### config.mk
export PLATFORM = sky130hd
export DESIGN_NAME = piecewise_linear_interpolator_top
export DESIGN_NICKNAME = d
export VERILOG_FILES = /design/src/rtl/pli_pkg.sv /design/src/rtl/piecewise_linear_interpolator_top.sv /design/src/rtl/pli_ucode_rom.sv /design/src/rtl/pli_seq.sv /design/src/rtl/pli_datapath.sv
export SDC_FILE = /design/constraint.sdc
export NUM_CORES = 2
export LEC_CHECK = 0
export BUFFER_PORTS_ARGS = -buffer_cell sky130_fd_sc_hd__buf_2
export CORE_UTILIZATION = 58
export CTS_CLUSTER_SIZE = 16
export DETAILED_ROUTE_END_ITERATION = 6
export MAX_ROUTING_LAYER = met4
export PLACE_DENSITY = 0.83
export SKIP_CTS_REPAIR_TIMING = 1
export SLEW_MARGIN = 20
export SYNTH_ARGS = -nofsm -noshare
export SYNTH_HDL_FRONTEND = slang
export SYNTH_SLANG_ARGS = --single-unit
### constraint.sdc
create_clock -name clk -period 6 [get_ports clk]
set_clock_uncertainty 0.05 [all_clocks]
set_input_delay 1.2 -clock clk [delete_from_list [all_inputs] [get_ports clk]]
set_output_delay 1.2 -clock clk [all_outputs]
set_load 0.005 [all_outputs]
### src/rtl/pli_pkg.sv
// ----------------------------------------------------------------------------
// Piecewise linear interpolator package
// Shared widths, codes, microcode word layout and status bundle.
// ----------------------------------------------------------------------------
`default_nettype none

package pli_pkg;

  // Table geometry and field widths.
  localparam int MAX_POINTS = 16;
  localparam int IDX_W      = 4;
  localparam int PC_W       = 5;
  localparam int BP_W       = 24;
  localparam int RV_W       = 24;
  localparam int SMP_W      = 32;
  localparam int FRAC_W     = 8;
  localparam int DIV_BITS   = 16;
  localparam int CNT_W      = 4;
  localparam int PROD_W     = 42;

  localparam logic [PC_W-1:0]  PC_MIN   = PC_W'(2);
  localparam logic [PC_W-1:0]  PC_MAX   = PC_W'(MAX_POINTS);
  localparam logic [CNT_W-1:0] DIV_LAST = CNT_W'(DIV_BITS - 1);

  // Input item kinds carried on tuser.
  localparam logic OPC_WRITE = 1'b0;
  localparam logic OPC_EVAL  = 1'b1;

  // Result kinds.
  typedef enum logic [1:0] {
    CLAMP_NONE  = 2'd0,
    CLAMP_BELOW = 2'd1,
    CLAMP_ABOVE = 2'd2
  } clamp_t;

  // Table read address sources.
  typedef enum logic [2:0] {
    RA_ZERO,
    RA_LAST,
    RA_IDX,
    RA_IDXP1,
    RA_SEG,
    RA_SEGP1
  } raddr_sel_t;

  // Datapath operations.
  typedef enum logic [3:0] {
    OP_NOP,
    OP_IDLE,
    OP_CLAMP_LO,
    OP_CLAMP_HI,
    OP_SCAN,
    OP_LOAD_LO,
    OP_LOAD_HI,
    OP_DIV,
    OP_MUL,
    OP_FINAL,
    OP_EMIT
  } dp_op_t;

  // Jump conditions.
  typedef enum logic [3:0] {
    C_NEVER,
    C_ALWAYS,
    C_START,
    C_LT,
    C_GE,
    C_SCAN_EMPTY,
    C_SCAN_LAST,
    C_DIV_DONE,
    C_OUT_FREE
  } jump_cond_t;

  typedef logic [3:0] upc_t;

  // Program step addresses.
  localparam upc_t STEP_IDLE     = 4'd0;
  localparam upc_t STEP_RD0      = 4'd1;
  localparam upc_t STEP_CHK_LO   = 4'd2;
  localparam upc_t STEP_CHK_HI   = 4'd3;
  localparam upc_t STEP_SCAN_RD  = 4'd4;
  localparam upc_t STEP_SCAN     = 4'd5;
  localparam upc_t STEP_SEG_RD   = 4'd6;
  localparam upc_t STEP_LOAD_LO  = 4'd7;
  localparam upc_t STEP_LOAD_HI  = 4'd8;
  localparam upc_t STEP_DIV      = 4'd9;
  localparam upc_t STEP_MUL      = 4'd10;
  localparam upc_t STEP_FINAL    = 4'd11;
  localparam upc_t STEP_EMIT     = 4'd12;

  // One control word per program step.
  typedef struct packed {
    raddr_sel_t raddr;
    dp_op_t     op;
    jump_cond_t cond;
    logic       stay;
    upc_t       target;
  } ctrl_word_t;

  // Datapath flags tested by the sequencer.
  typedef struct packed {
    logic start;
    logic lt;
    logic scan_empty;
    logic scan_last;
    logic div_done;
    logic out_free;
  } dp_status_t;

endpackage

`default_nettype wire

### src/rtl/piecewise_linear_interpolator_top.sv
// A write beat is taken at the idle step and gives no result. An evaluate beat goes
// to the emit step from the lower check when clamped below, from the upper check
// when clamped above, and else through the scan of the inner breakpoints (n active,
// at most 16), the segment loads, a 16-bit divide loop, the multiply and the add.
// Throughput: one item at a time; the next beat is taken once the result is in the
// output register. Reset (rst_n low, synchronous) idles the program, point_count = 2.
// ----------------------------------------------------------------------------
// Piecewise linear interpolator top level
// Microcoded breakpoint search and linear interpolation over a loaded table.
// ----------------------------------------------------------------------------
`default_nettype none

module piecewise_linear_interpolator_top
  import pli_pkg::*;
(
  input  wire        clk,
  input  wire        rst_n,
  // Configuration write channel: point_count.
  input  wire        cfg_valid,
  output logic       cfg_ready,
  input  wire [4:0]  cfg_data,
  // Input stream.
  input  wire        in_tvalid,
  output logic       in_tready,
  // [3:0] entry_index, [27:4] breakpoint_value, [51:28] rule_value,
  // [83:52] sample, [87:84] zero
  input  wire [87:0] in_tdata,
  // [0] opcode
  input  wire [0:0]  in_tuser,
  // Result stream.
  output logic       out_tvalid,
  input  wire        out_tready,
  // [31:0] value, [35:32] segment, [37:36] clamp_state, [39:38] zero
  output logic [39:0] out_tdata
);

  logic [PC_W-1:0] point_count_r;
  upc_t            upc;
  ctrl_word_t      ctrl;
  dp_status_t      status;
  logic            in_accept;
  logic [SMP_W-1:0] res_value;
  logic [IDX_W-1:0] res_segment;
  clamp_t           res_clamp;

  // Configuration register.
  assign cfg_ready = 1'b1;

  always_ff @(posedge clk) begin
    if (!rst_n) begin
      point_count_r <= PC_MIN;
    end else if (cfg_valid && cfg_ready) begin
      point_count_r <= cfg_data;
    end
  end

  // Input beats are taken while the program sits at its idle step.
  assign in_tready = (upc == STEP_IDLE);
  assign in_accept = in_tvalid && in_tready;

  pli_seq u_seq (
    .clk    (clk),
    .rst_n  (rst_n),
    .status (status),
    .upc    (upc),
    .ctrl   (ctrl)
  );

  pli_datapath u_dp (
    .clk                 (clk),
    .rst_n               (rst_n),
    .ctrl                (ctrl),
    .status              (status),
    .in_accept           (in_accept),
    .in_opcode           (in_tuser[0]),
    .in_entry_index      (in_tdata[3:0]),
    .in_breakpoint_value (in_tdata[27:4]),
    .in_rule_value       (in_tdata[51:28]),
    .in_sample           (in_tdata[83:52]),
    .point_count         (point_count_r),
    .out_valid           (out_tvalid),
    .out_ready           (out_tready),
    .out_value           (res_value),
    .out_segment         (res_segment),
    .out_clamp_state     (res_clamp)
  );

  // Result beat packing.
  assign out_tdata = {2'b00, res_clamp, res_segment, res_value};

`ifndef NO_ASSERTIONS
  // An evaluate beat keeps the input closed on the following cycle.
  a_eval_busy: assert property (@(posedge clk) disable iff (!rst_n)
    (in_accept && in_tuser[0] == OPC_EVAL) |=> !in_tready)
    else $error("input accepted again right after an evaluate beat");

  // A result only appears out of the emit step.
  a_emit_src: assert property (@(posedge clk) disable iff (!rst_n)
    $rose(out_tvalid) |-> $past(upc == STEP_EMIT))
    else $error("result raised outside the emit step");

  // The program never leaves its defined steps.
  a_upc_range: assert property (@(posedge clk) disable iff (!rst_n)
    upc <= STEP_EMIT)
    else $error("step counter outside the program");

  // A write beat never disturbs the idle step.
  a_write_idle: assert property (@(posedge clk) disable iff (!rst_n)
    (in_accept && in_tuser[0] == OPC_WRITE) |=> (upc == STEP_IDLE))
    else $error("write beat started the program");
`endif

endmodule

`default_nettype wire

### src/rtl/pli_ucode_rom.sv
// ----------------------------------------------------------------------------
// Piecewise linear interpolator control store
// Read-only program: one control word per step of an evaluate item.
// ----------------------------------------------------------------------------
`default_nettype none

module pli_ucode_rom
  import pli_pkg::*;
(
  input  wire upc_t   upc,
  output ctrl_word_t word
);

  // Each step: read address source, datapath op, jump condition,
  // hold when the condition is false, jump target.
  always_comb begin
    case (upc)
      STEP_IDLE:    word = '{RA_ZERO,  OP_IDLE,     C_START,      1'b1, STEP_RD0};
      STEP_RD0:     word = '{RA_ZERO,  OP_NOP,      C_NEVER,      1'b0, STEP_IDLE};
      STEP_CHK_LO:  word = '{RA_LAST,  OP_CLAMP_LO, C_LT,         1'b0, STEP_EMIT};
      STEP_CHK_HI:  word = '{RA_ZERO,  OP_CLAMP_HI, C_GE,         1'b0, STEP_EMIT};
      STEP_SCAN_RD: word = '{RA_IDX,   OP_NOP,      C_SCAN_EMPTY, 1'b0, STEP_SEG_RD};
      STEP_SCAN:    word = '{RA_IDXP1, OP_SCAN,     C_SCAN_LAST,  1'b1, STEP_SEG_RD};
      STEP_SEG_RD:  word = '{RA_SEG,   OP_NOP,      C_NEVER,      1'b0, STEP_IDLE};
      STEP_LOAD_LO: word = '{RA_SEGP1, OP_LOAD_LO,  C_NEVER,      1'b0, STEP_IDLE};
      STEP_LOAD_HI: word = '{RA_ZERO,  OP_LOAD_HI,  C_NEVER,      1'b0, STEP_IDLE};
      STEP_DIV:     word = '{RA_ZERO,  OP_DIV,      C_DIV_DONE,   1'b1, STEP_MUL};
      STEP_MUL:     word = '{RA_ZERO,  OP_MUL,      C_NEVER,      1'b0, STEP_IDLE};
      STEP_FINAL:   word = '{RA_ZERO,  OP_FINAL,    C_NEVER,      1'b0, STEP_IDLE};
      STEP_EMIT:    word = '{RA_ZERO,  OP_EMIT,     C_OUT_FREE,   1'b1, STEP_IDLE};
      default:      word = '{RA_ZERO,  OP_NOP,      C_ALWAYS,     1'b0, STEP_IDLE};
    endcase
  end

endmodule

`default_nettype wire

### src/rtl/pli_seq.sv
// ----------------------------------------------------------------------------
// Piecewise linear interpolator sequencer
// Step counter with conditional jumps over the control store.
// ----------------------------------------------------------------------------
`default_nettype none

module pli_seq
  import pli_pkg::*;
(
  input  wire         clk,
  input  wire         rst_n,
  input  wire dp_status_t status,
  output upc_t        upc,
  output ctrl_word_t  ctrl
);

  upc_t upc_r;
  upc_t upc_nxt;
  logic take;

  pli_ucode_rom u_rom (
    .upc  (upc_r),
    .word (ctrl)
  );

  // Evaluate the jump condition of the current word.
  always_comb begin
    case (ctrl.cond)
      C_NEVER:      take = 1'b0;
      C_ALWAYS:     take = 1'b1;
      C_START:      take = status.start;
      C_LT:         take = status.lt;
      C_GE:         take = !status.lt;
      C_SCAN_EMPTY: take = status.scan_empty;
      C_SCAN_LAST:  take = status.scan_last;
      C_DIV_DONE:   take = status.div_done;
      C_OUT_FREE:   take = status.out_free;
      default:      take = 1'b0;
    endcase
  end

  // Jump, hold or fall through to the next step.
  always_comb begin
    if (take) begin
      upc_nxt = ctrl.target;
    end else if (ctrl.stay) begin
      upc_nxt = upc_r;
    end else begin
      upc_nxt = upc_r + 4'd1;
    end
  end

  always_ff @(posedge clk) begin
    if (!rst_n) begin
      upc_r <= STEP_IDLE;
    end else begin
      upc_r <= upc_nxt;
    end
  end

  assign upc = upc_r;

endmodule

`default_nettype wire

### src/rtl/pli_datapath.sv
// ----------------------------------------------------------------------------
// Piecewise linear interpolator datapath
// Table memories, compare, restoring divider, multiplier and result register.
// ----------------------------------------------------------------------------
`default_nettype none

module pli_datapath
  import pli_pkg::*;
(
  input  wire                    clk,
  input  wire                    rst_n,
  input  wire ctrl_word_t        ctrl,
  output dp_status_t             status,
  input  wire                    in_accept,
  input  wire                    in_opcode,
  input  wire [IDX_W-1:0]        in_entry_index,
  input  wire [BP_W-1:0]         in_breakpoint_value,
  input  wire [RV_W-1:0]         in_rule_value,
  input  wire [SMP_W-1:0]        in_sample,
  input  wire [PC_W-1:0]         point_count,
  output logic                   out_valid,
  input  wire                    out_ready,
  output logic [SMP_W-1:0]       out_value,
  output logic [IDX_W-1:0]       out_segment,
  output clamp_t                 out_clamp_state
);

  // Breakpoint and rule tables.
  logic [BP_W-1:0] bp_mem [MAX_POINTS];
  logic [RV_W-1:0] rv_mem [MAX_POINTS];
  logic [BP_W-1:0] bp_rd_r;
  logic [RV_W-1:0] rv_rd_r;
  logic [IDX_W-1:0] raddr;
  logic             wr_en;

  // Working registers.
  logic signed [SMP_W-1:0] s_r, s_nxt;
  logic [PC_W-1:0]         n_r, n_nxt;
  logic [IDX_W-1:0]        i_r, i_nxt;
  logic [IDX_W-1:0]        seg_r, seg_nxt;
  clamp_t                  clamp_r, clamp_nxt;
  logic [SMP_W-1:0]        res_r, res_nxt;
  logic [SMP_W-1:0]        lo_r, lo_nxt;
  logic [RV_W-1:0]         rv_lo_r, rv_lo_nxt;
  logic [SMP_W-1:0]        span_r, span_nxt;
  logic [SMP_W-1:0]        rem_r, rem_nxt;
  logic [RV_W:0]           diff_r, diff_nxt;
  logic [DIV_BITS-1:0]     w_r, w_nxt;
  logic [CNT_W-1:0]        cnt_r, cnt_nxt;
  logic [PROD_W-1:0]       prod_r, prod_nxt;

  // Output register.
  logic                    out_valid_r, out_valid_nxt;
  logic [SMP_W-1:0]        out_value_r, out_value_nxt;
  logic [IDX_W-1:0]        out_seg_r, out_seg_nxt;
  clamp_t                  out_clamp_r, out_clamp_nxt;

  // Combinational helpers.
  logic [SMP_W-1:0]  bp_q;
  logic [SMP_W-1:0]  rv_q;
  logic              lt;
  logic [PC_W-1:0]   n_in;
  logic [PC_W-1:0]   n_m1;
  logic [SMP_W:0]    rem2;
  logic [SMP_W:0]    div_sub;
  logic              div_ge;
  logic [PROD_W-1:0] rnd;
  logic              out_free;

  assign bp_q     = {bp_rd_r, {FRAC_W{1'b0}}};
  assign rv_q     = {rv_rd_r, {FRAC_W{1'b0}}};
  assign lt       = $signed(s_r) < $signed(bp_q);
  assign n_m1     = n_r - PC_W'(1);
  assign out_free = !out_valid_r || out_ready;
  assign wr_en    = in_accept && (in_opcode == OPC_WRITE);

  // Point count saturated to the legal range at item entry.
  always_comb begin
    if (point_count < PC_MIN) begin
      n_in = PC_MIN;
    end else if (point_count > PC_MAX) begin
      n_in = PC_MAX;
    end else begin
      n_in = point_count;
    end
  end

  // Table read address.
  always_comb begin
    case (ctrl.raddr)
      RA_ZERO:  raddr = '0;
      RA_LAST:  raddr = n_m1[IDX_W-1:0];
      RA_IDX:   raddr = i_r;
      RA_IDXP1: raddr = i_r + IDX_W'(1);
      RA_SEG:   raddr = seg_r;
      RA_SEGP1: raddr = seg_r + IDX_W'(1);
      default:  raddr = '0;
    endcase
  end

  // Table write port and registered read port.
  always_ff @(posedge clk) begin
    if (wr_en) begin
      bp_mem[in_entry_index] <= in_breakpoint_value;
      rv_mem[in_entry_index] <= in_rule_value;
    end
    bp_rd_r <= bp_mem[raddr];
    rv_rd_r <= rv_mem[raddr];
  end

  // One restoring division step.
  assign rem2    = {rem_r, 1'b0};
  assign div_ge  = rem2 >= {1'b0, span_r};
  assign div_sub = rem2 - {1'b0, span_r};

  // Round the weighted difference to the nearest Q24.8 step.
  assign rnd = prod_r + PROD_W'(128);

  // Status for the sequencer.
  always_comb begin
    status.start      = in_accept && (in_opcode == OPC_EVAL);
    status.lt         = lt;
    status.scan_empty = {1'b0, i_r} >= n_m1;
    status.scan_last  = ({1'b0, i_r} + PC_W'(1)) >= n_m1;
    status.div_done   = cnt_r == DIV_LAST;
    status.out_free   = out_free;
  end

  // Datapath operations.
  always_comb begin
    s_nxt         = s_r;
    n_nxt         = n_r;
    i_nxt         = i_r;
    seg_nxt       = seg_r;
    clamp_nxt     = clamp_r;
    res_nxt       = res_r;
    lo_nxt        = lo_r;
    rv_lo_nxt     = rv_lo_r;
    span_nxt      = span_r;
    rem_nxt       = rem_r;
    diff_nxt      = diff_r;
    w_nxt         = w_r;
    cnt_nxt       = cnt_r;
    prod_nxt      = prod_r;
    out_value_nxt = out_value_r;
    out_seg_nxt   = out_seg_r;
    out_clamp_nxt = out_clamp_r;
    out_valid_nxt = out_valid_r && !out_ready;
    case (ctrl.op)
      OP_IDLE: begin
        if (status.start) begin
          s_nxt = $signed(in_sample);
          n_nxt = n_in;
        end
      end
      OP_CLAMP_LO: begin
        res_nxt   = rv_q;
        seg_nxt   = '0;
        clamp_nxt = CLAMP_BELOW;
      end
      OP_CLAMP_HI: begin
        i_nxt = IDX_W'(1);
        if (!lt) begin
          res_nxt   = rv_q;
          seg_nxt   = n_m1[IDX_W-1:0];
          clamp_nxt = CLAMP_ABOVE;
        end else begin
          seg_nxt = '0;
        end
      end
      OP_SCAN: begin
        if (!lt) begin
          seg_nxt = i_r;
        end
        i_nxt = i_r + IDX_W'(1);
      end
      OP_LOAD_LO: begin
        lo_nxt    = bp_q;
        rv_lo_nxt = rv_rd_r;
      end
      OP_LOAD_HI: begin
        span_nxt = bp_q - lo_r;
        rem_nxt  = s_r - lo_r;
        diff_nxt = {rv_rd_r[RV_W-1], rv_rd_r} - {rv_lo_r[RV_W-1], rv_lo_r};
        cnt_nxt  = '0;
        w_nxt    = '0;
      end
      OP_DIV: begin
        rem_nxt = div_ge ? div_sub[SMP_W-1:0] : rem2[SMP_W-1:0];
        w_nxt   = {w_r[DIV_BITS-2:0], div_ge};
        cnt_nxt = cnt_r + CNT_W'(1);
      end
      OP_MUL: begin
        // Signed 25-bit difference times the unsigned 16-bit weight.
        prod_nxt = $signed(diff_r) * $signed({1'b0, w_r});
      end
      OP_FINAL: begin
        res_nxt   = {rv_lo_r, {FRAC_W{1'b0}}} + rnd[SMP_W+FRAC_W-1:FRAC_W];
        clamp_nxt = CLAMP_NONE;
      end
      OP_EMIT: begin
        if (out_free) begin
          out_valid_nxt = 1'b1;
          out_value_nxt = res_r;
          out_seg_nxt   = seg_r;
          out_clamp_nxt = clamp_r;
        end
      end
      default: begin
      end
    endcase
  end

  // Payload registers.
  always_ff @(posedge clk) begin
    s_r         <= s_nxt;
    n_r         <= n_nxt;
    i_r         <= i_nxt;
    seg_r       <= seg_nxt;
    clamp_r     <= clamp_nxt;
    res_r       <= res_nxt;
    lo_r        <= lo_nxt;
    rv_lo_r     <= rv_lo_nxt;
    span_r      <= span_nxt;
    rem_r       <= rem_nxt;
    diff_r      <= diff_nxt;
    w_r         <= w_nxt;
    cnt_r       <= cnt_nxt;
    prod_r      <= prod_nxt;
    out_value_r <= out_value_nxt;
    out_seg_r   <= out_seg_nxt;
    out_clamp_r <= out_clamp_nxt;
  end

  // Result beat valid flag.
  always_ff @(posedge clk) begin
    if (!rst_n) begin
      out_valid_r <= 1'b0;
    end else begin
      out_valid_r <= out_valid_nxt;
    end
  end

  assign out_valid       = out_valid_r;
  assign out_value       = out_value_r;
  assign out_segment     = out_seg_r;
  assign out_clamp_state = out_clamp_r;

endmodule

`default_nettype wire

==> impl_metrics.ini <==
[outcome]
outcome = complete, but fails checks
violations = negative setup slack

[routing]
vias = 42300
drcViolationCount = 0
wl_per_cell_um = 21.0
vias_per_cell = 5.95
routed_wl_mm = 149
dr.pass1.iters = 6
ant_nets = 0
drt_iter0_drc = 4066

[synth]
ys_seq_elements = 1141
async_reset_ff_share_pct = 0
syn_inst = 5347
syn_area_um2 = 63400
dominantRegCellSynth = edfxtp_1
synth_cell_type_count = 80
seq_area_frac_synth_pct = 52.9
synthTopCellsByArea = edfxtp_1, fa_1, ha_1
yosysWarnings = 0
synth_edf_count = 1067
synth.largest_area_cell = edfxtp_1
synth_top_area_share_pct = 50.5
syn_avg_cell_area_um2 = 11.9

[clock_network]
path_clk_slew_ns = 0.07
cts.sinks = 1141
cts_tree = built
clk-insertion-delay-late_ns = 0.72
numCtsBuffers = 111
htree_levels = 3
root_buffer = clkbuf_16
clk_path_buf_depth = 3

[sta]
drv_slew = 0
finalSetupViolations = 17
relSlewSlack_pct = 26.5
fin_crit_ns = 6.62
period_share_pct = 110
hold_viol = 0
rsz0062_at_grt = yes
worst_pin_slew_ns = 1.10
finalWorstSetupSlack_ns = -0.616
hold_ws_ns = 0.345
max_clock_freq_mhz = 151

[floorplanning]
initial_core_util_pct = 58.8
die_area_um2 = 111000
fp.dieW_um = 333
placementRows = 120
die_h_um = 333
core_area_um2 = 108000
ios = 142

[worst_setup_path]
crit_type = reg -> reg
crit_arrival_ns = 7.01
r2r_cells = 23
startpoint_type = flop
crit_fanout = 7
crit_path_end_kind = flop
required_ns = 6.40

[hold_path]
hp-class = reg -> reg
hold_depth = 0

[grt]
grt_pass1_wl_mm = 232
grt_max_degree = 153
first_global_vias = 42300
grt_util_all_layers_pct = 27.6
overflow = 0
antenna_found_initial = 21
grt_most_used_layer = met2
use_met2_pct = 44.3
grt_use_met3_pct = 4.34
met1_usage_pct = 36.1

[power_and_ir_drop]
switching_share_pct = 27.6
leakagePower_uw = 0.0276
power.switching_uw = 5490
combinationalPowerShare_pct = 17.7
power_density_nw_per_um2 = 280
intPower_uw = 14400
p_seq_share_pct = 47.3
irDropWorstVdd_v = 0.000271
p_clk_share_pct = 35.0

[placement]
dp_cells = 6852
post_dp_cell_area_um2 = 67000
dp_hpwl_mm = 97.6
port_buffers = 134
finalWeightedCongestion = 0.917

[finish]
drive_gt1_share_pct = 11.9
fin_nets = 6328
fin_util_pct = 66.1
fill_cells = 7290
syn_to_final_growth_pct = 12.4
stdcell_area_um2 = 71300
final_cells = 7103

[flow_run]
max-cap-violations = 0
-- cell usage after synthesis, drive strengths merged, types with 4 or more instances --
| cell | number |
|---|---|
| a211o | 6 |
| ha | 259 |
| nor2b | 33 |
| nand3b | 6 |
| a22oi | 4 |
| o211ai | 12 |
| xnor2 | 126 |
| nand4 | 19 |
| inv | 570 |
| or3 | 12 |
| edfxtp | 1067 |
| a311oi | 100 |
| o41ai | 5 |
| a211oi | 258 |
| a221oi | 7 |
| o21ba | 6 |
| o21a | 21 |
| nor3b | 8 |
| o21ai | 101 |
| o22ai | 4 |
| dfxtp | 74 |
| and4 | 8 |
| mux2i | 24 |
| xor2 | 51 |
| and2 | 374 |
| nor3 | 46 |
| o2111ai | 7 |
| nor2 | 157 |
| a21oi | 223 |
| o31ai | 12 |
| or2 | 8 |
| and3 | 32 |
| fa | 382 |
| a31oi | 110 |
| buf | 14 |
| a21o | 53 |
| nand3 | 41 |
| a31o | 5 |
| clkbuf | 242 |
| o21bai | 14 |
| nand2 | 765 |
| nand2b | 35 |
-- flip-flops by register name (all words and copies together), names as in the netlist, 24 cells and up --
| register | flops |
|---|---|
| u_dp.bp_rd_r | 24 |
| u_dp.s_r | 32 |
| u_dp.span_r | 24 |
| u_dp.prod_r | 33 |
| u_dp.lo_r | 24 |
| u_dp.rem_r | 32 |
| u_dp.rv_mem | 384 |
| u_dp.diff_r | 25 |
| u_dp.out_value | 32 |
| u_dp.bp_mem | 384 |
| u_dp.rv_rd_r | 24 |
| u_dp.res_r | 32 |
| u_dp.rv_lo_r | 24 |
-- area by class of cell --
type                    count  area [µm²]  area share, %
clock inverters            61         609          0.855
flip-flops and latches   1141       33500           47.0
clock buffers             148        3090           4.34
repair buffers            383        2790           3.92
multi-input cells        3381       27300           38.3
diodes                     16        40.0         0.0562
inverters                 570        2140           3.00
well taps                1403        1760           2.46
-- worst max-delay path, cell delays in order, from the launching register on --
cell       delay (ns)
edfxtp_1         0.50
buf_4            0.21
nand2_1          0.09
fa_1             0.54
inv_1            0.05
fa_1             0.48
fa_1             0.54
fa_1             0.56
fa_1             0.51
inv_1            0.05
fa_1             0.48
inv_1            0.05
ha_1             0.32
nand4_1          0.21
nor2_2           0.19
o2111ai_2        0.15
o31ai_4          0.36
buf_4            0.19
o21a_1           0.14
nor2_2           0.06
o21ai_2          0.20
a21oi_2          0.10
o21ba_4          0.21
xnor2_2          0.12
-- power by group through the flow --
stage                     Sequential, µW  Combinational, µW  Clock, µW
after detailed placement            9580               3360          0
after CTS                           9410               3410       7050
after global placement              9570               3240          0
after global routing                9440               3860       7350
final                               9420               3530       6980
after floorplan                     9450               2390          0
-- worst paths after layout --
check,start,to,slack [ns]
setup / recovery,u_dp.diff_r[9]$_DFFE_PP_,u_dp.prod_r[30]$_DFFE_PN_,-0.62
hold / removal,u_dp.res_r[6]$_SDFFCE_PP0P_,u_dp.out_value[6]$_DFFE_PP_,0.34
setup reg to reg,u_dp.diff_r[9]$_DFFE_PP_,u_dp.prod_r[30]$_DFFE_PN_,-0.62
hold reg to reg,u_dp.res_r[6]$_SDFFCE_PP0P_,u_dp.out_value[6]$_DFFE_PP_,0.34
-- layout by cell type (no fill, tap or decap), types with 90 or more instances in the layout --
| master | synthesis | final |
|---|---|---|
| inv_1 | 569 | 565 |
| xnor2_1 | 126 | 122 |
| ha_1 | 259 | 252 |
| buf_2 | 5 | 134 |
| edfxtp_1 | 1067 | 1067 |
| and2_1 | 369 | 364 |
| a31oi_1 | 110 | 109 |
| buf_4 | 5 | 216 |
| fa_1 | 382 | 373 |
| a21oi_1 | 222 | 210 |
| clkbuf_16 | 0 | 114 |
| nand2_1 | 765 | 764 |
| a311oi_1 | 100 | 100 |
| o21ai_0 | 100 | 90 |
| a211oi_1 | 255 | 255 |
| nor2_1 | 157 | 138 |
-- stage by stage --
step / setup WS (ns) / setup TNS, ns / power [µW]
global route: -0.737 / -9.18 / 20600
floorplan: 0.000540 / 0 / 11800
global placement: -0.514 / -5.67 / 12800
CTS: -0.624 / -7.72 / 19900
detailed placement: -0.562 / -6.38 / 12900
finish: -0.616 / -6.56 / 19900
-- cell families (layout without fill, tap and decap cells) --
family                   Yosys count  count (layout)  synth area share [%]
adder cells (fa/ha/maj)          641             641                  17.2
AO/OA/AOI/OAI                    975             975                  10.5
flip-flops                      1141            1141                  52.9
AND/OR/NAND/NOR                 1558            1558                  11.7
buffers and inverters            826            1162                  4.93
multiplexers                      27              27                 0.458
XOR/XNOR                         177             177                  2.44
other                              2              19                0.0118
-- metal layers --
metal,wire (µm),up-vias
li1,-,19200
met1,60500,21000
met2,73200,1840
met3,11700,300
met4,3870,0
met5,0,-
No activity file was read; power rests on OpenSTA's default activity.
